**config.mk**
```make
export PLATFORM = sky130hd
export DESIGN_NAME = fln_fma
export DESIGN_NICKNAME = d
export VERILOG_FILES = /design/src/hw/rtl/assert_macros.svh /design/src/hw/rtl/fln_pkg.sv /design/src/hw/rtl/fln_fma.sv
export SDC_FILE = /design/constraint.sdc
export NUM_CORES = 2
export LEC_CHECK = 0
export BUFFER_PORTS_ARGS = -buffer_cell sky130_fd_sc_hd__buf_4
export CORE_ASPECT_RATIO = 0.8
export CORE_MARGIN = 3
export CORE_UTILIZATION = 50
export CTS_CLUSTER_DIAMETER = 40
export DETAILED_ROUTE_END_ITERATION = 6
export PLACE_DENSITY_LB_ADDON = 0.05
export SLEW_MARGIN = 5
export SYNTH_ARGS = -nofsm -noshare
export SYNTH_HDL_FRONTEND = slang
export SYNTH_SLANG_ARGS = --single-unit
```
**constraint.sdc**
```tcl
create_clock -name clk -period 29.4 [get_ports clk]
set_clock_uncertainty 0.2 [all_clocks]
set_input_delay 2.94 -clock clk [delete_from_list [all_inputs] [get_ports clk]]
set_output_delay 2.94 -clock clk [all_outputs]
set_load 0.05 [all_outputs]
```
**src/hw/rtl/assert_macros.svh**
```systemverilog
// ---------------------------------------------------------------------------
// assert_macros.svh
// Assertion shorthands shared by the natural log datapath.
// ---------------------------------------------------------------------------
`ifndef ASSERT_MACROS_SVH
`define ASSERT_MACROS_SVH

// same-cycle implication, quiet while in reset
`define FLN_ASSERT_IMP(lbl, ante, cons, msg) \
  lbl: assert property (@(posedge clk) disable iff (!rst_n) (ante) |-> (cons)) \
    else $error(msg);

// next-cycle implication, quiet while in reset
`define FLN_ASSERT_NXT(lbl, ante, cons, msg) \
  lbl: assert property (@(posedge clk) disable iff (!rst_n) (ante) |=> (cons)) \
    else $error(msg);

`endif

```
**src/hw/rtl/fln_pkg.sv**
```systemverilog
// ---------------------------------------------------------------------------
// fln_pkg
// Types, constants and helpers for the single-precision natural log pipe.
// ---------------------------------------------------------------------------
`timescale 1ns / 1ps

package fln_pkg;

  localparam logic [31:0] QNAN_BITS    = 32'h7FC0_0000;
  localparam logic [31:0] NEG_INF_BITS = 32'hFF80_0000;
  localparam logic [31:0] POS_INF_BITS = 32'h7F80_0000;
  localparam logic [7:0]  UNIT_EXP     = 8'd127;
  localparam logic [7:0]  HALF_EXP     = 8'd126;
  localparam logic [7:0]  EXP_MAX      = 8'hFF;

  localparam int UP_LEN = 10;
  localparam int DN_LEN = 8;
  localparam int STEPS  = UP_LEN - 1;

  typedef logic signed [11:0] fln_exp_t;
  // exponent given to a zero operand so it lands on the small side of any nonzero one
  localparam fln_exp_t ZERO_E = -12'sd1024;

  typedef struct packed {
    logic        spec;
    logic [31:0] spec_bits;
    logic        up;
    logic [31:0] r;
    logic        ksign;
    logic        kzero;
    fln_exp_t    kexp;
    logic [52:0] kmant;
  } fln_side_t;

  // double bit pattern to single, round to nearest even, normal range only
  function automatic logic [31:0] dbl_to_sgl(input logic [63:0] d);
    logic [7:0]  se;
    logic        rnd;
    logic [30:0] body;
    se   = 8'(d[62:52] - 11'd896);
    rnd  = d[28] & ((|d[27:0]) | d[29]);
    body = {se, d[51:29]} + 31'(rnd);
    return {d[63], body};
  endfunction

  // leading zero count, 64 when the word is zero
  function automatic logic [6:0] lzc64(input logic [63:0] v);
    logic [6:0] n;
    n = 7'd64;
    for (int i = 0; i < 64; i++) begin
      if (v[i]) n = 7'(63 - i);
    end
    return n;
  endfunction

  localparam logic [63:0] LN2_BITS = $realtobits(0.693147180559945309417232121458176568);
  localparam logic [52:0] LN2_MANT = {1'b1, LN2_BITS[51:0]};

  // ln(1+r) on [0,1), highest degree first
  localparam logic [31:0] UP_C [UP_LEN] = '{
    dbl_to_sgl($realtobits(-0.0032440251717337546)),
    dbl_to_sgl($realtobits(0.019851462335085494)),
    dbl_to_sgl($realtobits(-0.056959534201723228)),
    dbl_to_sgl($realtobits(0.10603654877058005)),
    dbl_to_sgl($realtobits(-0.15305592566389509)),
    dbl_to_sgl($realtobits(0.19675939255501274)),
    dbl_to_sgl($realtobits(-0.24954133655537836)),
    dbl_to_sgl($realtobits(0.33329962416588654)),
    dbl_to_sgl($realtobits(-0.49999902422775899)),
    dbl_to_sgl($realtobits(0.99999999528721917))
  };

  // ln(1+r) on [-0.5,0), highest degree first
  localparam logic [31:0] DN_C [DN_LEN] = '{
    dbl_to_sgl($realtobits(-1.1849314839059311)),
    dbl_to_sgl($realtobits(-1.0815401875157433)),
    dbl_to_sgl($realtobits(-0.78543102733181391)),
    dbl_to_sgl($realtobits(0.038018061198611182)),
    dbl_to_sgl($realtobits(-0.27225053856081005)),
    dbl_to_sgl($realtobits(0.33186261984516702)),
    dbl_to_sgl($realtobits(-0.50003654322887447)),
    dbl_to_sgl($realtobits(0.99999985242729561))
  };

endpackage

```
**src/hw/rtl/fln_fma.sv**
```systemverilog
// ---------------------------------------------------------------------------
// fln_fma
// Six-stage single-precision fused multiply-add, a*b + c, one rounding
// (nearest even). Operands are normal or zero. Side data rides along.
// ---------------------------------------------------------------------------
`timescale 1ns / 1ps

module fln_fma (
  input  logic               clk,
  input  logic               rst_n,
  input  logic               en,
  input  logic               in_valid,
  input  logic [31:0]        a,
  input  logic [31:0]        b,
  input  logic [31:0]        c,
  input  fln_pkg::fln_side_t side_in,
  output logic               out_valid,
  output logic [31:0]        res,
  output fln_pkg::fln_side_t side_out
);
  import fln_pkg::*;

  localparam int DEPTH = 6;

  logic [DEPTH-1:0] v_r;
  fln_side_t        side_r [DEPTH];

  always_ff @(posedge clk) begin
    if (!rst_n) begin
      v_r <= '0;
    end else if (en) begin
      v_r <= {v_r[DEPTH-2:0], in_valid};
    end
  end

  always_ff @(posedge clk) begin
    if (en) begin
      side_r[0] <= side_in;
      for (int i = 1; i < DEPTH; i++) side_r[i] <= side_r[i-1];
    end
  end

  // stage 1: decode, multiply
  logic        a_zero, b_zero, c_zero;
  logic [23:0] ma, mb;
  logic [47:0] p1_nxt, p1_r;
  fln_exp_t    esum_nxt, esum1_r, ec_nxt, ec1_r;
  logic [23:0] mc_nxt, mc1_r;
  logic        sp1_r, pz1_r, sc1_r;

  always_comb begin
    a_zero   = (a[30:23] == 8'h00);
    b_zero   = (b[30:23] == 8'h00);
    c_zero   = (c[30:23] == 8'h00);
    ma       = a_zero ? 24'h0 : {1'b1, a[22:0]};
    mb       = b_zero ? 24'h0 : {1'b1, b[22:0]};
    p1_nxt   = ma * mb;
    esum_nxt = $signed({4'b0, a[30:23]}) + $signed({4'b0, b[30:23]}) - 12'sd254;
    ec_nxt   = c_zero ? ZERO_E : $signed({4'b0, c[30:23]}) - 12'sd127;
    mc_nxt   = c_zero ? 24'h0 : {1'b1, c[22:0]};
  end

  always_ff @(posedge clk) begin
    if (en) begin
      p1_r    <= p1_nxt;
      esum1_r <= esum_nxt;
      ec1_r   <= ec_nxt;
      mc1_r   <= mc_nxt;
      sp1_r   <= a[31] ^ b[31];
      pz1_r   <= a_zero | b_zero;
      sc1_r   <= c[31];
    end
  end

  // stage 2: swap and align the smaller operand, sticky in the lsb
  logic [47:0] mp, mcw, mbig, msml;
  fln_exp_t    ep, ebig, esml, ediff;
  logic        pbig;
  logic [5:0]  dsh;
  logic [51:0] wide, shifted, lost;
  logic [51:0] big2_nxt, sml2_nxt, big2_r, sml2_r;
  logic        sbig2_r, ssml2_r, sub2_r;
  fln_exp_t    ebig2_r;

  always_comb begin
    mp   = pz1_r ? 48'h0 : (p1_r[47] ? p1_r : {p1_r[46:0], 1'b0});
    ep   = pz1_r ? ZERO_E : (p1_r[47] ? esum1_r + 12'sd1 : esum1_r);
    mcw  = {mc1_r, 24'h0};
    pbig = (ep >= ec1_r);
    mbig = pbig ? mp : mcw;
    msml = pbig ? mcw : mp;
    ebig = pbig ? ep : ec1_r;
    esml = pbig ? ec1_r : ep;
    ediff = ebig - esml;
    dsh  = (ediff > 12'sd63) ? 6'd63 : ediff[5:0];
    wide = {msml, 4'h0};
    shifted  = wide >> dsh;
    lost     = wide & ~({52{1'b1}} << dsh);
    sml2_nxt = {shifted[51:1], shifted[0] | (|lost)};
    big2_nxt = {mbig, 4'h0};
  end

  always_ff @(posedge clk) begin
    if (en) begin
      big2_r  <= big2_nxt;
      sml2_r  <= sml2_nxt;
      ebig2_r <= ebig;
      sbig2_r <= pbig ? sp1_r : sc1_r;
      ssml2_r <= pbig ? sc1_r : sp1_r;
      sub2_r  <= sp1_r ^ sc1_r;
    end
  end

  // stage 3: add or subtract magnitudes
  logic [52:0] diff, s3_nxt, s3_r;
  logic        sign3_nxt, sign3_r, zero3_r;
  fln_exp_t    ebig3_r;

  always_comb begin
    diff = {1'b0, big2_r} - {1'b0, sml2_r};
    if (sub2_r) begin
      s3_nxt    = diff[52] ? (53'h0 - diff) : diff;
      sign3_nxt = diff[52] ? ssml2_r : sbig2_r;
    end else begin
      s3_nxt    = {1'b0, big2_r} + {1'b0, sml2_r};
      sign3_nxt = sbig2_r;
    end
    // exact zero of opposite signs is plus zero
    if (s3_nxt == 53'h0) sign3_nxt = sub2_r ? 1'b0 : sbig2_r;
  end

  always_ff @(posedge clk) begin
    if (en) begin
      s3_r    <= s3_nxt;
      sign3_r <= sign3_nxt;
      zero3_r <= (s3_nxt == 53'h0);
      ebig3_r <= ebig2_r;
    end
  end

  // stage 4: leading zero count
  logic [6:0]  lz_full;
  logic [5:0]  lz4_r;
  logic [52:0] s4_r;
  logic        sign4_r, zero4_r;
  fln_exp_t    ebig4_r;

  assign lz_full = lzc64({s3_r, 11'h0});

  always_ff @(posedge clk) begin
    if (en) begin
      lz4_r   <= lz_full[5:0];
      s4_r    <= s3_r;
      sign4_r <= sign3_r;
      zero4_r <= zero3_r;
      ebig4_r <= ebig3_r;
    end
  end

  // stage 5: normalize
  logic [52:0] n5_r;
  fln_exp_t    e5_r;
  logic        sign5_r, zero5_r;

  always_ff @(posedge clk) begin
    if (en) begin
      n5_r    <= s4_r << lz4_r;
      e5_r    <= ebig4_r + 12'sd1 - $signed({6'b0, lz4_r});
      sign5_r <= sign4_r;
      zero5_r <= zero4_r;
    end
  end

  // stage 6: round to nearest even
  logic        rnd6;
  fln_exp_t    bexp6;
  logic [31:0] res_nxt, res_r;

  always_comb begin
    rnd6  = n5_r[28] & ((|n5_r[27:0]) | n5_r[29]);
    bexp6 = e5_r + 12'sd127;
    res_nxt = zero5_r ? {sign5_r, 31'h0}
                      : {sign5_r, {bexp6[7:0], n5_r[51:29]} + 31'(rnd6)};
  end

  always_ff @(posedge clk) begin
    if (en) res_r <= res_nxt;
  end

  assign out_valid = v_r[DEPTH-1];
  assign res       = res_r;
  assign side_out  = side_r[DEPTH-1];

endmodule

```
==> impl_metrics.toml <==
[placement]
post-dp-hpwl_mm = 153.7
place_congestion = 0.9846
io_buffers = 398
dp_cells = 8742
dpl-instance-area_mm2 = 0.08061
dpl_worst_slack_ns = 16.00

[global_route]
antenna_found_initial = 10
grt_pass1_vias = 50900
grt_pass1_wl_mm = 309.6
grt_overflow = 0
grt_use_total = 0.2581
grt_max_degree = 204

[pwr]
leakage_nw = 34.95
p_sw_frac = 0.4551
power_mw = 11.08
power_per_cell_area_mw_per_mm2 = 129.9
ir_worst_vdd_mv = 0.2638
p_comb_frac = 0.609
pwr-share-clk = 0.153
p_int_mw = 6.035
seqPwrFrac = 0.238
power_switching_mw = 5.041

[timing]
fmax_mhz = 78.36
hold_viol = 0
finalSetupTns_ns = 0
whs_ns = 0.1744
setup_violations = 0
fin_crit_sh = 0.4341
layout_min_cycle_time_ns = 12.76
rsz0062_at_grt = "no"
slew_viol_final = 0
slew_headroom = 0.2782
worst_slack_ns = 16.64
tightest_slew_ns = 1.083

[floorplan]
fp.dieW_um = 441.8
die_h_um = 354.6
core_mm2 = 0.1503
pin_count = 399
dieArea_mm2 = 0.1567
rows = 127
initial_core_util = 0.5053

[hold_path]
whs_endpoint = "side_r[2][11]"
hp-class = "register to register"
hp-start = "side_r[1][11]"
hold_depth = 0

[final_layout]
ff_latch_area_mm2 = 0.03703
final_area_mm2 = 0.08526
multi_input_area_mm2 = 0.03499
fillers = 12830
drive_gt1_frac = 0.1163
final_core_util = 0.5672
final_cells = 8991
nNetsFinal = 7923
area_growth_pct = 12.25

[clocking]
cts-resized-gates = 0
clk_latency_ns = 0.77
holdBufCountCts = 0
h-tree-depth = 4
cts_buffers = 140
clock-sinks = 1235
cts_root_buf = "clkbuf_16"
clkTransAtPathRegs_ns = 0.06
postCtsSetupBuffers = 0
cts_tree = "yes"
clockBufferDepth = 3

[routing]
drt_first_pass_iters = 6
drt-initial-drc-count = 4911
postRouteAntennaNets = 0
drc = 0
routedWlPerCell_um = 22.69
vias = 51610
totalWireLength_mm = 204.0
viasPerCell = 5.741

[synthesis]
muxShareOfSynthArea = 0.03468
synth.distinct_cells = 105
yosysTopAreaCellShare = 0.4859
synthesis.nets = 7675
synth_top_area_cell = "edfxtp_1"
synth_xor_area_frac = 0.02456
synth_edf_count = 1229
synthFlopType = "edfxtp_1"
yosys_warnings = 0
synth_compound_area_frac = 0.08892
ys_seq_area_frac = 0.4875
syn-instance-count = 6637
syn_area_mm2 = 0.07596
synth_top_family_by_area = "adder cells"
syn-mean-instance-area_um2 = 11.44
synth_area_leaders = "edfxtp_1, fa_1, ha_1, nand2_1, inv_1"
yosys.area_share.adder = 0.1806
synth-simple-area-share = 0.1312
yosys_register_bits = 1235
synth-async-reset-ratio = 0

[setup_path]
cp-start-kind = "input pin"
r2r_end = "sml2_r[0]"
cp_slowest_cell = "and2_1"
critPathCaptureType = "register"
r2r_start = "p1_r[47]"
crit_type = "input pin to register"
reg2reg_slack_ns = 19.49
cp_max_fo = 203
cp_common_cell = "fa_1"
cp_slowest_stage_delay_ns = 0.87
rr_worst_depth = 23
crit_arrival_ns = 13.02
worstPathRequired_ns = 29.66

[flow_run]
max_cap_violations = 0

[status]
status = "complete, no violations"
[logic make-up (layout without fill, tap and decap cells)]
group / count (synthesis) / after routing
AND/OR/NAND/NOR: 2093 / 2093
flip-flops: 1235 / 1235
adder cells (fa/ha/maj): 805 / 805
AO/OA/AOI/OAI: 1031 / 1031
XOR/XNOR: 213 / 213
buffers and inverters: 1050 / 1402
other: 0 / 3
multiplexers: 210 / 210
[layout make-up]
cell class                 instances  area share
multi-input combinational       4352      0.4104
tap                             1999     0.02934
inverter                         697     0.03069
clock inverter                    83     0.01184
sequential                      1235      0.4343
clock buffer                     163     0.04257
antenna                            3  0.00008805
timing repair buffer             459     0.04086
[sequential cells by signal, indices dropped and copies added, names as in the netlist, 10 cells and up]
| register | cells |
|---|---|
| n5_r | 52 |
| esum1_r | 10 |
| res | 32 |
| s4_r | 52 |
| s3_r | 53 |
| sml2_r | 52 |
| mc1_r | 24 |
| side_r | 798 |
| ec1_r | 10 |
| p1_r | 48 |
| big2_r | 48 |
[placed cells by master (no fill, tap or decap), types with 19 or more instances in the layout]
master     instances
mux2i_1          145
xor2_1            64
o31ai_1           25
nand2_1          735
a31oi_1           61
mux2_2            25
a21oi_1          272
o211ai_1          27
or3_1             48
a211oi_1          63
nor3_1           106
inv_1            692
fa_1             486
buf_4            456
nand4_1           38
clkbuf_16        140
ha_1             319
or4_1             28
mux4_2            40
nor2b_1           32
nor4_1            59
or2_2             34
clkbuf_1          19
nor2_1           468
and2_1            76
and3_1           237
o21bai_1          49
edfxtp_1        1229
a21o_1            52
nand2b_1          30
xnor2_1          148
nand3_1          137
o21ai_0          211
o22ai_1           57
[worst max path at each step]
| stage | startpoint | endpoint | cells after the start | slack [ns] |
|---|---|---|---|---|
| finish | a[30] | p1_r[46] | 36 | 16.64 |
| global route | a[30] | p1_r[46] | 36 | 16.05 |
| CTS | a[30] | p1_r[44] | 33 | 16.77 |
| detailed placement | a[30] | p1_r[44] | 33 | 16.00 |
| global placement | a[30] | p1_r[46] | 34 | 16.19 |
| floorplan | a[27] | p1_r[44] | 34 | 17.85 |
[routing by layer]
| layer | share of wire | global-route usage |
|---|---|---|
| met3 | 0.073 | 0.05036 |
| met5 | 0.000069 | 0 |
| met4 | 0.031 | 0.07992 |
| met1 | 0.43 | 0.3609 |
| met2 | 0.46 | 0.4102 |
[critical path, delay by kind of cell]
kind,cells,cell delay (ns)
compound gates,12,3.32
xor+xnor,1,0.15
fa+ha+maj,8,3.36
buf+inv,7,0.97
simple gates,8,2.10
[synthesized netlist by cell type (48+ instances only)]
cell type     n
a211oi_1     63
and3_1      237
inv_1       692
and2_1       76
nand2_1     736
nand3_1     137
ha_1        319
edfxtp_1   1229
o21bai_1     49
nor4_1       59
xor2_1       64
a21o_1       52
o22ai_1      57
nor3_1      106
fa_1        486
a21oi_1     273
or3_1        48
a31oi_1      62
xnor2_1     149
o21ai_0     211
mux2i_1     145
nor2_1      471
clkbuf_1    302
[power groups by stage]
stage / Combinational [mW] / Sequential [mW] / Clock (mW)
CTS: 6.78 / 2.64 / 1.75
detailed placement: 6.72 / 2.67 / 0
global placement: 6.70 / 2.67 / 0
finish: 6.75 / 2.64 / 1.69
floorplan: 4.64 / 2.66 / 0
global route: 7.48 / 2.67 / 1.82
Power figures use the tool's default switching activity.
